==> src/hdl/gamepad_report_to_joystick_latch_macros.svh <==
// Assertion macros for the gamepad report to joystick latch.
// Included by the top level; expects signals named clk and rst in scope.
`ifndef GAMEPAD_REPORT_TO_JOYSTICK_LATCH_MACROS_SVH
`define GAMEPAD_REPORT_TO_JOYSTICK_LATCH_MACROS_SVH

// Same-cycle implication, sampled on the rising clock edge outside reset.
`define GPJL_ASSERT_IMP(label, cond, expr) \
  label: assert property (@(posedge clk) disable iff (rst) (cond) |-> (expr)) \
    else $error("gpjl assertion failed");

// Next-cycle implication, sampled on the rising clock edge outside reset.
`define GPJL_ASSERT_NEXT(label, cond, expr) \
  label: assert property (@(posedge clk) disable iff (rst) (cond) |=> (expr)) \
    else $error("gpjl assertion failed");

`endif

==> src/hdl/gpjl_pkg.sv <==
// Shared types and constants for the gamepad report to joystick latch.
// No dependencies; used by gpjl_decode and the top level.
`default_nettype none
package gpjl_pkg;

  localparam int NUM_PORTS = 2;
  localparam int IDX_W     = 1;

  // Command codes.
  localparam logic CMD_DECODE = 1'b0;
  localparam logic CMD_RAW    = 1'b1;

  // Active-low joystick bits.
  localparam logic [7:0] K_UP    = 8'h01;
  localparam logic [7:0] K_RIGHT = 8'h02;
  localparam logic [7:0] K_DOWN  = 8'h04;
  localparam logic [7:0] K_LEFT  = 8'h08;
  localparam logic [7:0] K_FIRE  = 8'h40;

  // Keypad codes and masks.
  localparam logic [7:0] KEY_MASK   = 8'hf0;
  localparam logic [7:0] KEY_START1 = 8'h02;
  localparam logic [7:0] KEY_START2 = 8'h08;
  localparam logic [7:0] FACE_MASK  = 8'h60;

  // Stick thresholds.
  localparam logic [7:0] STICK_LO = 8'h40;
  localparam logic [7:0] STICK_HI = 8'hc0;

  localparam logic [15:0] MIN_REPORT_LEN = 16'd6;
  localparam logic [7:0]  IDLE_RESET     = 8'hff;

  // Hat codes that name a direction; codes 8 to 15 are neutral.
  localparam logic [3:0] HAT_UP         = 4'd0;
  localparam logic [3:0] HAT_UP_RIGHT   = 4'd1;
  localparam logic [3:0] HAT_RIGHT      = 4'd2;
  localparam logic [3:0] HAT_RIGHT_DOWN = 4'd3;
  localparam logic [3:0] HAT_DOWN       = 4'd4;
  localparam logic [3:0] HAT_DOWN_LEFT  = 4'd5;
  localparam logic [3:0] HAT_LEFT       = 4'd6;
  localparam logic [3:0] HAT_LEFT_UP    = 4'd7;

  // Register byte address decode.
  localparam logic [2:0] ADDR_IDLE_VALUE = 3'd0;

  // Stage-one record handed to the compare and update stage.
  typedef struct packed {
    logic             port_ok;
    logic             len_ok;
    logic [IDX_W-1:0] idx;
    logic [7:0]       value;
  } s1_t;

endpackage
`default_nettype wire

==> src/hdl/gamepad_report_to_joystick_latch.sv <==
// Gamepad report to joystick latch, top level. Takes one beat per cycle while the result
// channel does not stall it; stage one decodes, stage two compares with and updates
// the stored port byte and loads the result register.
// Reset: synchronous; both port bytes and idle_value return to 0xff, pipeline empties.
// Depends on gpjl_pkg, gpjl_decode and gamepad_report_to_joystick_latch_macros.svh.
`default_nettype none
`include "gamepad_report_to_joystick_latch_macros.svh"
module gamepad_report_to_joystick_latch (
  input  wire logic        clk,
  input  wire logic        rst,
  // Configuration port.
  input  wire logic        psel,
  input  wire logic        penable,
  input  wire logic        pwrite,
  input  wire logic [2:0]  paddr,
  input  wire logic [31:0] pwdata,
  output logic      [31:0] prdata,
  output logic             pready,
  // Input channel.
  input  wire logic        in_valid,
  output logic             in_ready,
  input  wire logic        cmd,
  input  wire logic [7:0]  port,
  input  wire logic [7:0]  stick_x,
  input  wire logic [7:0]  stick_y,
  input  wire logic [7:0]  buttons_a,
  input  wire logic [7:0]  buttons_b,
  input  wire logic [15:0] report_length,
  input  wire logic [7:0]  raw_value,
  // Result channel.
  output logic             out_valid,
  input  wire logic        out_ready,
  output logic             accepted,
  output logic             frame_valid,
  output logic      [23:0] frame,
  output logic      [7:0]  port_value
);

  logic [7:0]          idle_value;
  logic [7:0]          decoded;
  logic                s1_valid;
  gpjl_pkg::s1_t       s1;
  gpjl_pkg::s1_t       s1_next;
  logic                advance;
  logic [7:0]          port_bytes [gpjl_pkg::NUM_PORTS];
  logic [7:0]          cur;
  logic                update;
  logic [7:0]          pb0_next;
  logic [7:0]          pb1_next;
  logic                wr_idle;

  // Configuration register.
  assign pready  = 1'b1;
  assign wr_idle = psel & penable & pwrite & pready & (paddr[2] == gpjl_pkg::ADDR_IDLE_VALUE[2]);
  assign prdata  = (paddr[2] == gpjl_pkg::ADDR_IDLE_VALUE[2]) ? {24'h0, idle_value} : 32'h0;

  always_ff @(posedge clk) begin
    if (rst) begin
      idle_value <= gpjl_pkg::IDLE_RESET;
    end else if (wr_idle) begin
      idle_value <= pwdata[7:0];
    end
  end

  // Handshake: stage two moves when the result register is free or being taken.
  assign advance  = s1_valid & (~out_valid | out_ready);
  assign in_ready = ~s1_valid | advance;

  gpjl_decode u_decode (
    .idle_value (idle_value),
    .stick_x    (stick_x),
    .stick_y    (stick_y),
    .buttons_a  (buttons_a),
    .buttons_b  (buttons_b),
    .value      (decoded)
  );

  // Stage one: port check, length check and the candidate byte.
  always_comb begin
    s1_next.port_ok = ({24'h0, port} < gpjl_pkg::NUM_PORTS);
    s1_next.len_ok  = (cmd == gpjl_pkg::CMD_RAW) | (report_length >= gpjl_pkg::MIN_REPORT_LEN);
    s1_next.idx     = port[gpjl_pkg::IDX_W-1:0];
    s1_next.value   = (cmd == gpjl_pkg::CMD_RAW) ? raw_value : decoded;
  end

  always_ff @(posedge clk) begin
    if (rst) begin
      s1_valid <= 1'b0;
    end else if (in_ready) begin
      s1_valid <= in_valid;
    end
    if (in_ready & in_valid) begin
      s1 <= s1_next;
    end
  end

  // Stage two: compare with the stored byte and form the new frame.
  assign cur      = port_bytes[s1.idx];
  assign update   = s1.port_ok & s1.len_ok & (cur != s1.value);
  assign pb0_next = (update & (s1.idx == 1'b0)) ? s1.value : port_bytes[0];
  assign pb1_next = (update & (s1.idx == 1'b1)) ? s1.value : port_bytes[1];

  always_ff @(posedge clk) begin
    if (rst) begin
      port_bytes[0] <= gpjl_pkg::IDLE_RESET;
      port_bytes[1] <= gpjl_pkg::IDLE_RESET;
      out_valid     <= 1'b0;
    end else begin
      if (advance) begin
        port_bytes[0] <= pb0_next;
        port_bytes[1] <= pb1_next;
        out_valid     <= 1'b1;
      end else if (out_ready) begin
        out_valid     <= 1'b0;
      end
    end
    if (advance) begin
      accepted    <= s1.port_ok & s1.len_ok;
      frame_valid <= update;
      frame       <= update ? {7'h00, pb0_next, pb1_next, 1'b0} : 24'h0;
      if (!s1.port_ok) begin
        port_value <= idle_value;
      end else if (update) begin
        port_value <= s1.value;
      end else begin
        port_value <= cur;
      end
    end
  end

  // A frame is only sent for an accepted beat.
  `GPJL_ASSERT_IMP(a_frame_needs_accept, out_valid & frame_valid, accepted)
  // A sent frame mirrors the stored port bytes while the result waits.
  `GPJL_ASSERT_IMP(a_frame_matches_state, out_valid & frame_valid,
    (frame[16:9] == port_bytes[0]) && (frame[8:1] == port_bytes[1]))
  // Without a change no frame bits are set.
  `GPJL_ASSERT_IMP(a_quiet_frame_zero, out_valid & ~frame_valid, frame == 24'h0)
  // Stored bytes only change when stage two moves.
  `GPJL_ASSERT_NEXT(a_state_held, ~advance,
    $stable(port_bytes[0]) && $stable(port_bytes[1]))

endmodule
`default_nettype wire

==> src/hdl/gpjl_decode.sv <==
// Report decoder: turns one gamepad report into an active-low port byte.
// Depends on gpjl_pkg for bit masks, thresholds and hat codes.
`default_nettype none
module gpjl_decode (
  input  wire logic [7:0] idle_value,
  input  wire logic [7:0] stick_x,
  input  wire logic [7:0] stick_y,
  input  wire logic [7:0] buttons_a,
  input  wire logic [7:0] buttons_b,
  output logic      [7:0] value
);

  logic       start1;
  logic       start2;
  logic [7:0] clr;
  logic [7:0] base;

  assign start1 = buttons_b[4] | buttons_a[4];
  assign start2 = buttons_b[5] | buttons_a[7];

  // Hat directions, with the left stick as fallback when the hat is neutral.
  always_comb begin
    clr = 8'h00;
    case (buttons_a[3:0])
      gpjl_pkg::HAT_UP:         clr = gpjl_pkg::K_UP;
      gpjl_pkg::HAT_UP_RIGHT:   clr = gpjl_pkg::K_UP | gpjl_pkg::K_RIGHT;
      gpjl_pkg::HAT_RIGHT:      clr = gpjl_pkg::K_RIGHT;
      gpjl_pkg::HAT_RIGHT_DOWN: clr = gpjl_pkg::K_RIGHT | gpjl_pkg::K_DOWN;
      gpjl_pkg::HAT_DOWN:       clr = gpjl_pkg::K_DOWN;
      gpjl_pkg::HAT_DOWN_LEFT:  clr = gpjl_pkg::K_DOWN | gpjl_pkg::K_LEFT;
      gpjl_pkg::HAT_LEFT:       clr = gpjl_pkg::K_LEFT;
      gpjl_pkg::HAT_LEFT_UP:    clr = gpjl_pkg::K_LEFT | gpjl_pkg::K_UP;
      default: begin
        if (stick_x < gpjl_pkg::STICK_LO) clr = clr | gpjl_pkg::K_LEFT;
        if (stick_x > gpjl_pkg::STICK_HI) clr = clr | gpjl_pkg::K_RIGHT;
        if (stick_y < gpjl_pkg::STICK_LO) clr = clr | gpjl_pkg::K_UP;
        if (stick_y > gpjl_pkg::STICK_HI) clr = clr | gpjl_pkg::K_DOWN;
      end
    endcase
  end

  // Start keys override the directions with a keypad code.
  always_comb begin
    if (start1) begin
      base = (idle_value & gpjl_pkg::KEY_MASK) | gpjl_pkg::KEY_START1;
    end else if (start2) begin
      base = (idle_value & gpjl_pkg::KEY_MASK) | gpjl_pkg::KEY_START2;
    end else begin
      base = idle_value & ~clr;
    end
  end

  // Either face button pulls fire low.
  assign value = ((buttons_a & gpjl_pkg::FACE_MASK) != 8'h00) ?
                 (base & ~gpjl_pkg::K_FIRE) : base;

endmodule
`default_nettype wire

==> config.mk <==
export PLATFORM = sky130hd
export DESIGN_NAME = gamepad_report_to_joystick_latch
export DESIGN_NICKNAME = d
export VERILOG_FILES = /design/src/hdl/gpjl_pkg.sv /design/src/hdl/gamepad_report_to_joystick_latch.sv /design/src/hdl/gpjl_decode.sv
export VERILOG_INCLUDE_DIRS = /design/src /design/src/hdl
export SDC_FILE = /design/constraint.sdc
export NUM_CORES = 1
export LEC_CHECK = 0
export ABC_CLOCK_PERIOD_IN_PS = 2500
export BUFFER_PORTS_ARGS = -buffer_cell sky130_fd_sc_hd__buf_2
export CORE_ASPECT_RATIO = 1.5
export CORE_MARGIN = 2
export CORE_UTILIZATION = 46
export DETAILED_ROUTE_END_ITERATION = 16
export HOLD_SLACK_MARGIN = 0.02
export PLACE_DENSITY = 0.76
export SKIP_LAST_GASP = 1
export SLEW_MARGIN = 20
export SYNTH_ARGS = -nofsm -noshare
export SYNTH_HDL_FRONTEND = slang
export SYNTH_SLANG_ARGS = --single-unit
==> constraint.sdc <==
create_clock -name clk -period 2.5 [get_ports clk]
set_input_delay 0.375 -clock clk [delete_from_list [all_inputs] [get_ports clk]]
set_output_delay 0.375 -clock clk [all_outputs]
set_load 0.02 [all_outputs]
==> flow_summary.ini <==
[global_route]
grt_pass1_vias = 2456
overflow = 0
grt_pass1_wl_mm = 11.3
grt_max_degree = 27
grt_use_total_pct = 18.5
antenna_found_initial = 0

[final_layout]
fill_cells = 685
layout.nets = 544
syn2layout_area_growth_pct = 23.7
diodes = 0
drive_gt1_share_pct = 30.5
final_util_pct = 58.1
finish.instance_area_um2 = 4370

[die]
initial_core_util_pct = 47.0
ios = 176
die_height_um = 111
coreArea_um2 = 7510
dieArea_um2 = 8400
fp-row-count = 39
die_w_um = 75.5

[synth]
yosysTopAreaCellShare_pct = 45.1
synth_edf_count = 53
synth-seq-cells = 64
synth-main-ff-cell = edfxtp_1
yosys.cell_types.count = 42
syn_area_um2 = 3530
ys_seq_area_share_pct = 51.3
syn_inst = 329
yosysTopAreaCell = edfxtp_1
yosys-top-cells-area = edfxtp_1 (45%), mux2i_1 (12%), buf_4 (7.0%)
avgSynthCellArea_um2 = 10.7
ys.warnings.count = 0
async_flop_share_pct = 0

[worst_setup_path]
cp_cell_sequence = buf_12 > mux2i_1 > xor2_1 > nand4_1 > o211a_1 > mux2i_1
max_stage_delay_ps = 500
cp_slowest_cell = o211a_1
start_kind = flip-flop
worstSetupPathType = reg2reg
r2r_cells = 6
reg2reg_slack_ps = 200
worst_ep_arrival_time_ps = 2360
crit_fanout = 8
r2r_end = port_bytes[0][7]
cp-end-kind = flip-flop
required_ps = 2550
path_common_cell = mux2i_1

[timing]
clock_skew_ps = 5.22
hold_viol_final = 0
fin_crit_ps = 2300
tns_ps = 0
setup_violations = 0
period_share_pct = 92.1
whs_ps = 246
worstMarginPinSlew_ps = 1040
max_freq_ghz = 0.434
grt_setup_unrepaired = false
slew_violations = 0
slew_headroom_pct = 30.3

[power_and_ir_drop]
power.share.clock_pct = 45.0
comb_power_share_pct = 12.1
power_switching_uw = 653
p_seq_share_pct = 42.9
internal_power_uw = 2230
power_density_nw_per_um2 = 660
swShare_pct = 22.7
peakVddDrop_v = 0.000349
leakage_uw = 0.00192

[min_path]
hold_depth = 1
hp-class = in2reg
hold_start = port[0]
hold_path_end = s1[8]

[routing]
viasPerCell = 5.09
via_count = 2769
wl_per_cell_um = 13.9
first_pass_iters = 4
final_antenna_net_count = 0
drt_wl_total_mm = 7.58
drcViolationCount = 0
drt-initial-drc-count = 194

[cts]
cts_tree = built
clkSlewWorstSetupHoldPaths_ps = 50
postCtsHoldBufs = 0
clk_path_buf_depth = 2
numCtsBuffers = 9
htree_levels = 3
cts_setup_buffers = 0
cts_resized = 0
clock_latency_ps = 320
cts_sinks = 64
clockRootBuffer = clkbuf_16

[job]
drv_cap = 0

[placement]
place_hpwl_mm = 5.89
post_dp_cell_area_um2 = 4050
port_buffers = 109
gp_congestion = 0.857

[run_status]
status = completed
## power by group through the flow
stage                     sequential, µW  clock, µW  combinational (µW)
after global placement              1250          0                 343
after detailed placement            1250          0                 348
final                               1230       1300                 349
after floorplan                     1270          0                 244
after CTS                           1230       1310                 350
after global routing                1240       1370                 380
## cells in the mapped netlist (3+ instances only)
master    number
nor4_1         6
inv_1         12
o221ai_1       8
nand2_1       10
buf_4         33
o211ai_1       9
o21ai_0        6
buf_2          3
clkbuf_1      11
dfxtp_1       11
a211o_1        8
edfxtp_1      53
nand4_1        3
a21oi_1        4
mux2i_1       41
buf_6          3
nand2b_1      10
xor2_1         8
nor2_1        64
## worst max-delay path: cells and delay by family (launching register included)
kind | cells | cell delay (ps)
multiplexers | 2 | 530
buffers and inverters | 1 | 150
flip-flops | 1 | 360
XOR/XNOR | 1 | 210
AND/OR/NAND/NOR | 1 | 290
AO/OA/AOI/OAI | 1 | 500
## cell usage in the layout (no fill, tap or decap), types with 10 or more instances in the layout
| cell | netlist | final |
|---|---|---|
| nor2_1 | 64 | 64 |
| inv_1 | 12 | 12 |
| mux2i_1 | 41 | 41 |
| conb_1 | 2 | 33 |
| edfxtp_1 | 53 | 53 |
| nand2b_1 | 10 | 10 |
| buf_2 | 3 | 109 |
| nand2_1 | 10 | 10 |
| dfxtp_1 | 11 | 11 |
## flip-flops by register name, summed over array words and instances, names as in the netlist, named ones only
register and count:
frame 16, s1_valid 1, out_valid 1, idle_value 8, accepted 1, s1 11
port_bytes 16, frame_valid 1, port_value 8
## worst max path at each step
stage                                  end  slack [ps]  cells past startpoint       from
final                     port_bytes[0][7]         200                      6  flip-flop
after floorplan           port_bytes[0][3]         630                      8  flip-flop
after detailed placement  port_bytes[0][7]         180                      6  flip-flop
after global placement    port_bytes[0][3]         280                      6  flip-flop
after global routing      port_bytes[0][7]          70                      6  flip-flop
after CTS                 port_bytes[0][7]         190                      6  flip-flop
## stage by stage
stage,cells,worst slack [ps],total power [µW]
after detailed placement,528,178,1600
after global routing,544,69.4,2980
after CTS,544,186,2900
final,544,197,2880
after global placement,528,283,1600
after floorplan,360,625,1510
## area by class of cell
class	count	area, µm²	share of cell area, %
clock buffers	12	246	5.65
clock inverters	4	68.8	1.58
inverters	13	48.8	1.12
multi-input cells	232	1440	33.1
flip-flops and latches	64	1810	41.5
well taps	102	128	2.92
repair buffers	117	618	14.2
## layer usage
metal | GRT usage [%] | wire (µm) | up-vias | share of wire (%)
met3 | 4.64 | 498 | 19 | 6.6
li1 | - | - | 1335 | -
met1 | 19.2 | 2700 | 1279 | 36
met5 | 0 | 0 | - | 0
met4 | 8.07 | 270 | 0 | 3.6
met2 | 33.4 | 4110 | 136 | 54
## logic make-up (layout without fill, tap and decap cells)
family | count (synthesis) | after routing | synth area share [%]
AOI/OAI and AO/OA | 46 | 46 | 10.4
xor gates and xnor gates | 8 | 8 | 1.99
buffers and inverters | 64 | 146 | 11.1
DFF | 64 | 64 | 51.3
muxes | 42 | 42 | 11.9
other | 2 | 33 | 0.213
and+or+nand+nor | 103 | 103 | 13.1
No activity file was read; power rests on OpenSTA's default activity.
